`config.mk`:
```
export PLATFORM = sky130hd
export DESIGN_NAME = htfc_frame
export DESIGN_NICKNAME = d
export VERILOG_FILES = /design/src/sv/htfc_pkg.sv /design/src/sv/htfc_frame.sv
export SDC_FILE = /design/constraint.sdc
export NUM_CORES = 1
export LEC_CHECK = 0
export BUFFER_PORTS_ARGS = -buffer_cell sky130_fd_sc_hd__buf_2
export CAP_MARGIN = 20
export CORE_MARGIN = 5
export CORE_UTILIZATION = 45
export DETAILED_ROUTE_END_ITERATION = 6
export GPL_ROUTABILITY_DRIVEN = 0
export HOLD_SLACK_MARGIN = 0.06
export PLACE_DENSITY = 0.78
export SLEW_MARGIN = 10
export SYNTH_ARGS = -nofsm -noshare
export SYNTH_HDL_FRONTEND = slang
export SYNTH_SLANG_ARGS = --single-unit
```
`constraint.sdc`:
```
create_clock -name aclk -period 2 [get_ports aclk]
set_input_delay 0.1 -clock aclk [delete_from_list [all_inputs] [get_ports aclk]]
set_output_delay 0.1 -clock aclk [all_outputs]
set_load 0.01 [all_outputs]
```
`src/sv/htfc_pkg.sv`:
```
`default_nettype none

package htfc_pkg;

    localparam int unsigned BYTE_W = 8;
    localparam int unsigned RAW_W  = 16;
    localparam int unsigned TEMP_W = 18;
    localparam int unsigned HUM_W  = 17;

    // CRC-8, polynomial 0x31, preset 0xFF, no output inversion
    localparam logic [BYTE_W-1:0] CRC_INIT = 8'hFF;
    localparam logic [BYTE_W-1:0] CRC_POLY = 8'h31;

    // frame positions
    localparam logic [2:0] POS_T_HI  = 3'd0;
    localparam logic [2:0] POS_T_LO  = 3'd1;
    localparam logic [2:0] POS_T_CRC = 3'd2;
    localparam logic [2:0] POS_H_HI  = 3'd3;
    localparam logic [2:0] POS_H_LO  = 3'd4;
    localparam logic [2:0] POS_H_CRC = 3'd5;

    // scaling: value = raw * scale / 1000, offset for temperature
    localparam int unsigned TEMP_PROD_W = 28;   // 65535 * 2672 < 2^28
    localparam int unsigned HUM_PROD_W  = 27;   // 65535 * 1526 < 2^27
    localparam logic [11:0] TEMP_SCALE  = 12'd2672;
    localparam logic [10:0] HUM_SCALE   = 11'd1526;
    localparam logic signed [TEMP_W:0] TEMP_OFFSET = -19'sd45000;

    // floor(p / 1000) = (p * ceil(2^38 / 1000)) >> 38, exact for p < 2^28
    localparam int unsigned RECIP_W     = 29;
    localparam int unsigned RECIP_SHIFT = 38;
    localparam logic [RECIP_W-1:0] DIV1000_RECIP = 29'd274877907;

    typedef struct packed {
        logic             good;
        logic [RAW_W-1:0] temp_raw;
        logic [RAW_W-1:0] hum_raw;
    } frame_t;

    function automatic logic [BYTE_W-1:0] crc8_update(
        input logic [BYTE_W-1:0] crc,
        input logic [BYTE_W-1:0] data
    );
        logic [BYTE_W-1:0] c;
        c = crc ^ data;
        for (int k = 0; k < BYTE_W; k++) begin
            if (c[BYTE_W-1]) begin
                c = {c[BYTE_W-2:0], 1'b0} ^ CRC_POLY;
            end else begin
                c = {c[BYTE_W-2:0], 1'b0};
            end
        end
        return c;
    endfunction

endpackage

`default_nettype wire

```
`src/sv/htfc_frame.sv`:
```
`default_nettype none

module htfc_frame
    import htfc_pkg::*;
(
    input  wire logic              aclk,
    input  wire logic              aresetn,
    input  wire logic              byte_accept,
    input  wire logic [BYTE_W-1:0] rx_byte,
    input  wire logic              frame_start,
    output logic                   frame_done,
    output frame_t                 frame
);

    logic [2:0]        pos_reg;
    logic [2:0]        pos_next;
    logic [BYTE_W-1:0] crc_reg;
    logic [BYTE_W-1:0] crc_next;
    logic [BYTE_W-1:0] high_reg;
    logic [BYTE_W-1:0] high_next;
    logic [BYTE_W-1:0] low_reg;
    logic [BYTE_W-1:0] low_next;
    logic [RAW_W-1:0]  temp_raw_reg;
    logic [RAW_W-1:0]  temp_raw_next;
    logic              temp_good_reg;
    logic              temp_good_next;

    logic [2:0]        pos;
    logic [BYTE_W-1:0] crc_seed;
    logic [BYTE_W-1:0] crc_upd;
    logic              crc_match;

    // out-of-range position codes behave as the start of a frame
    assign pos       = (frame_start || pos_reg > POS_H_CRC) ? POS_T_HI : pos_reg;
    assign crc_seed  = (pos == POS_T_HI || pos == POS_H_HI) ? CRC_INIT : crc_reg;
    assign crc_upd   = crc8_update(crc_seed, rx_byte);
    assign crc_match = (rx_byte == crc_reg);

    always_comb begin
        crc_next       = crc_reg;
        high_next      = high_reg;
        low_next       = low_reg;
        temp_raw_next  = temp_raw_reg;
        temp_good_next = temp_good_reg;
        pos_next       = pos_reg;
        if (byte_accept) begin
            pos_next = (pos >= POS_H_CRC) ? POS_T_HI : pos + 3'd1;
            case (pos) inside
                POS_T_HI, POS_H_HI: begin
                    crc_next  = crc_upd;
                    high_next = rx_byte;
                end
                POS_T_LO: begin
                    crc_next      = crc_upd;
                    low_next      = rx_byte;
                    temp_raw_next = {high_reg, rx_byte};
                end
                POS_H_LO: begin
                    crc_next = crc_upd;
                    low_next = rx_byte;
                end
                POS_T_CRC: begin
                    temp_good_next = crc_match;
                end
                default: begin
                end
            endcase
        end
    end

    assign frame_done     = byte_accept && (pos == POS_H_CRC);
    assign frame.good     = temp_good_reg && crc_match;
    assign frame.temp_raw = temp_raw_reg;
    assign frame.hum_raw  = {high_reg, low_reg};

    always_ff @(posedge aclk) begin
        if (!aresetn) begin
            pos_reg       <= POS_T_HI;
            crc_reg       <= CRC_INIT;
            high_reg      <= '0;
            low_reg       <= '0;
            temp_raw_reg  <= '0;
            temp_good_reg <= 1'b0;
        end else begin
            pos_reg       <= pos_next;
            crc_reg       <= crc_next;
            high_reg      <= high_next;
            low_reg       <= low_next;
            temp_raw_reg  <= temp_raw_next;
            temp_good_reg <= temp_good_next;
        end
    end

endmodule

`default_nettype wire

```
* Word level (Yosys, flattened, before mapping) *
Cells that the tools add are included.

word-level totals
  register bits = 44
  bits in latches = 0
  memory bits (writable) = 0
  ROM bits = 0
  input bits = 12
  output and inout port bits = 34
  word-level logic and storage cells = 56
  memories kept = 0

operators by class
  add/subtract/negate cells = 1
  multipliers = 0
  divide/modulo/power cells = 0
  order comparisons = 2
  eq/ne operators = 6
  shift-type cells = 0
  mux-type cells = 16
  bitwise gates (word level) = 12
  reduce and logical (&&, ||, !) cells = 13

operators by type and width
  kind                   number
  $mux W6                8
  $mux W8                6
  $not A3 Y3             8
  $eq A8 B8 Y1           1
  $xor A8 B8 Y8          1
  $eq A3 B2 Y1 const B   2
  $eq A3 B3 Y1 const B   2
  $mux W3                2
  $reduce_and A3 Y1      2
  $reduce_and A5 Y1      1
  $reduce_and A2 Y1      2
  $add A3 B1 Y3 const B  1
  $eq A3 B1 Y1 const B   1
  $ge A3 B3 Y1 const B   1
  $gt A3 B3 Y1 const B   1
  $logic_not A3 Y1       1
  $not A1 Y1             3
  $reduce_bool A3 Y1     1
  $logic_and A1 B1 Y1    2
  $logic_or A1 B1 Y1     2
  $reduce_bool A2 Y1     1
  $reduce_or A2 Y1       1

* Longest topological paths before layout *
  word-level depth = 26
  depth in mapped cells = 11
  gate-level depth less buffers = 9

* Worst setup path after synthesis *
OpenSTA, ideal clock, no wires.

  path type = reg-to-reg
  from = register pos_reg[2]
  to = register low_reg[0]
  library setup time = 0.116 ns
  arrival = 1.907 ns
  required time = 1.884 ns
  slack = -0.023 ns
  stages on the path, launching flop included = 9
  buffers on the path = 1
  clock period less this slack = 2.023 ns
  path through = dfxtp_1 a211oi_1 inv_1 ha_1 nand3b_1 a211o_1 buf_2 mux2i_1 nor2b_1

between the ends
  word-level cells in the longest chain between the ends = 7
  elaborated cells between the ends (all ways) = 12
  classes of those cells = order compare: 1; eq/ne: 3; mux: 2; bitwise: 1; reduce/logical: 5

ends and longest elaborated chain
  item                                                        line              source
  from (decl)                                                 htfc_frame.sv:15  logic [2:0] pos_reg;
  from (signal assigned)                                      htfc_frame.sv:85  pos_reg <= pos_next;
  $gt A3 B3 Y1                                                htfc_frame.sv:34  assign pos = (frame_start || pos_reg > POS_H_CRC) ? POS_T_HI : pos_reg;
  $logic_or A1 B1 Y1                                          htfc_frame.sv:34
  $mux W3 *                                                   htfc_frame.sv:34
  $eq A3 B2 Y1 (no line) or $logic_not A3 Y1 (tied branches)  n/a
  $reduce_or A2 Y1                                            htfc_frame.sv:48  case (pos) inside
  $not A1 Y1 (no line)                                        n/a
  $reduce_and A3 Y1 (no line)                                 n/a
  to (signal assigned)                                        htfc_frame.sv:88  low_reg <= low_next;
  to (decl)                                                   htfc_frame.sv:21  logic [BYTE_W-1:0] low_reg;

Every way passes the cells marked *; elsewhere a longest branch is shown, timed or not.
A chain may end at the register's enable or synchronous reset.

* Final worst setup path *
  from = register pos_reg[2]
  to = register high_reg[4]

between the ends
  word-level cells in the longest chain between the ends = 6
  elaborated cells between the ends (all ways) = 7
  classes of those cells = order compare: 1; eq/ne: 1; mux: 1; reduce/logical: 4

ends and longest elaborated chain
  item                                                        line              source
  $gt A3 B3 Y1                                                htfc_frame.sv:34
  $logic_or A1 B1 Y1                                          htfc_frame.sv:34
  $mux W3 *                                                   htfc_frame.sv:34
  $eq A3 B2 Y1 (no line) or $logic_not A3 Y1 (tied branches)  n/a
  $reduce_or A2 Y1 *                                          htfc_frame.sv:48
  $reduce_and A2 Y1 (no line) *                               n/a
  to (signal assigned)                                        htfc_frame.sv:87  high_reg <= high_next;
  to (decl)                                                   htfc_frame.sv:19  logic [BYTE_W-1:0] high_reg;

Marks and branches as above.

==> summary.txt <==
Status: complete, no violations
Post-route insts no fill: 379
Peak Freq: 506.7 MHz
Hold buffers post-CTS: 0
Post-synth EDFFs: 0
Wire length of the first global-routing pass: 9328 um
DRT iter0 DRCs: 100
# placed instances: 364
CTS max path bufs: 2
Starting Density: 46.57%
Initial antenna violation count: 0
Area growth syn-to-layout: 23.78%
Final setup violation count: 0
Main flop type after synthesis: dfxtp_1
Most frequent cells after synthesis: nand2_1 (45), dfxtp_1 (44), xnor2_1 (28)
CORE AREA: 0.005140 mm2
Detailed placement HPWL: 3922 um
Residual DRC: 0
Design Area, Final: 0.002963 mm2
Critical path data arrival time: 2170 ps
CTS tree: yes
Syn_area_per_cell: 9.136 um2
GRT Util Overall: 16.19%
DR WL/cell: 15.15 um
Die X: 82.93 um
Leakage: 1.291 nW
Port bufs: 45
Largest area contributor in the netlist: dfxtp_1
Sequential fraction of the synthesis area: 36.80%
Clk pin slew, worst setup/hold paths: 90 ps
Die area: 0.006877 mm2
Final antenna-violating net count: 0
Number of CTS-inserted buffers: 5
R2R setup slack: 30 ps
Gr ovfl total: 0
Relative slew slack: 57.98%
Ys Warns: 0
Clock root buffer: clkbuf_8
Vias/cell: 5.108
Vias in the first global route: 1968
Mapped Cells: 262
TritonCTS sink count: 44
Async SR Flop Fraction: 0%
FP Rows: 26
Fillers: 452
Hold crit path type: input port to register
Yosys reg bits: 44
Worst-Skew Late Latency: 300 ps
Pre-antenna DRT Iters: 4
Post-synthesis cell area: 0.002394 mm2
Fin. max-slew vios: 0
Tcrit/Tclk final: 98.67%
Slew @ Worst Pin: 630.3 ps
Dpl cell area: 0.002696 mm2
Top cell type's share of synthesized area: 36.80%
Inserted Diodes: 0
Critical Setup Path Class: register to register
Crit-path max FO: 8
Hold slack: 131.0 ps
Routed WL: 5741 um
Routed vias: 1936
Vert. Die Dim: 82.93 um
Most common cell in the netlist: nand2_1
Synth area leaders: dfxtp_1 (37%), xnor2_1 (10%), mux2i_1 (7.9%), nand2_1 (7.1%), nor2b_1 (5.2%)
Crit path launch type: register
Maxcap violations: 0
Largest net degree at the start of global routing: 45
CP Capture Type: register
Crit path required time: 2200 ps
Hold Fails Final Rpt: 0
Final Skew: 8.381 ps
Number of placed I/O pins: 46
CTS H-tree lvls: 2
Max reg flops: 16
Fin crit period: 1973 ps
Syn Nets: 279
P per Cell Area: 738.3 mW/mm2
Count of different cell masters after synthesis: 39
Worst vdd ir: 537.7 uV
RSZ-0062 raised after global routing: true
Layout cells sized above 1: 29.13%
Total negative slack: 0 ps
Nets@finish: 325
cells in the final DEF, fill, tap and decap left out, types with 3 or more instances in the layout:
cell / count
a21boi_1: 13
buf_12: 3
buf_2: 45
buf_4: 10
clkbuf_8: 6
dfxtp_1: 41
inv_1: 3
mux2i_1: 19
nand2_1: 44
nand3_1: 4
nand4_1: 3
nor2_1: 5
nor2b_1: 20
o211ai_1: 6
xnor2_1: 28
xor2_1: 7
stage by stage:
step	setup WS, ps	util (%)	power [W]
finish	26.55	57.64	0.002187
global route	-48.95	57.64	0.002274
CTS	13.18	55.38	0.002183
detailed placement	-88.59	52.46	0.001460
global placement	-4.037	52.46	0.001442
floorplan	88.54	-	0.001360
cell type report:
type / instances / area (um2) / area share (%)
multi-input combinational: 190 / 1434 / 48.40
sequential: 44 / 887.1 / 29.94
timing repair buffer: 61 / 407.9 / 13.77
tap: 70 / 87.58 / 2.956
clock buffer: 6 / 82.58 / 2.787
clock inverter: 2 / 38.79 / 1.309
inverter: 6 / 25.02 / 0.8446
critical path, stage by stage, from the launching register on:
cell and delay, ps:
dfxtp_4 380, nor2_1 60, nand2_1 100, inv_1 80, ha_1 210, ha_2 230
a21oi_4 200, nand2b_1 190, buf_12 150, mux2i_1 220, nor2b_1 60
what timing repair did:
action,in CTS,in global routing
pin swaps,1,8
cloned,0,1
buffers inserted,2,4
endpoints found under the hold margin,0,0
resized for setup,4,23
setup endpoints to repair,25,44
report_power, final:
part | leakage, nW | switching (W) | internal, W
Sequential | 0.360 | 0.0000511 | 0.000913
Combinational | 0.870 | 0.000243 | 0.000257
Clock | 0.0614 | 0.000316 | 0.000409
Total | 1.29 | 0.000610 | 0.00158
cells by family after synthesis:
| logic type | share of synthesized area, % |
|---|---|
| simple gates | 18.61 |
| flops | 36.80 |
| xor+xnor | 16.05 |
| compound gates | 12.02 |
| buf+inv | 5.959 |
| mux | 7.946 |
| fa+ha+maj | 2.614 |
path summary, 6_finish.rpt:
kind / from / cells after the start / to
min: rx_byte[7] / 3 / temp_raw_reg[7]$_SDFFE_PN0P_
max reg2reg: pos_reg[2]$_SDFFE_PN0P_ / 10 / high_reg[4]$_SDFFE_PN0P_
min reg2reg: temp_raw_reg[11]$_SDFFE_PN0P_ / 2 / temp_raw_reg[11]$_SDFFE_PN0P_
max: pos_reg[2]$_SDFFE_PN0P_ / 10 / high_reg[4]$_SDFFE_PN0P_
routing by layer:
metal | up-vias | routed length, um | track usage [%]
met3 | 11 | 263 | 4.257
met4 | 0 | 87 | 4.755
li1 | 952 | - | -
met2 | 48 | 2856 | 27.41
met5 | - | 0 | 0
met1 | 925 | 2533 | 20.15
Note: power is estimated with default switching activity, not from simulation.
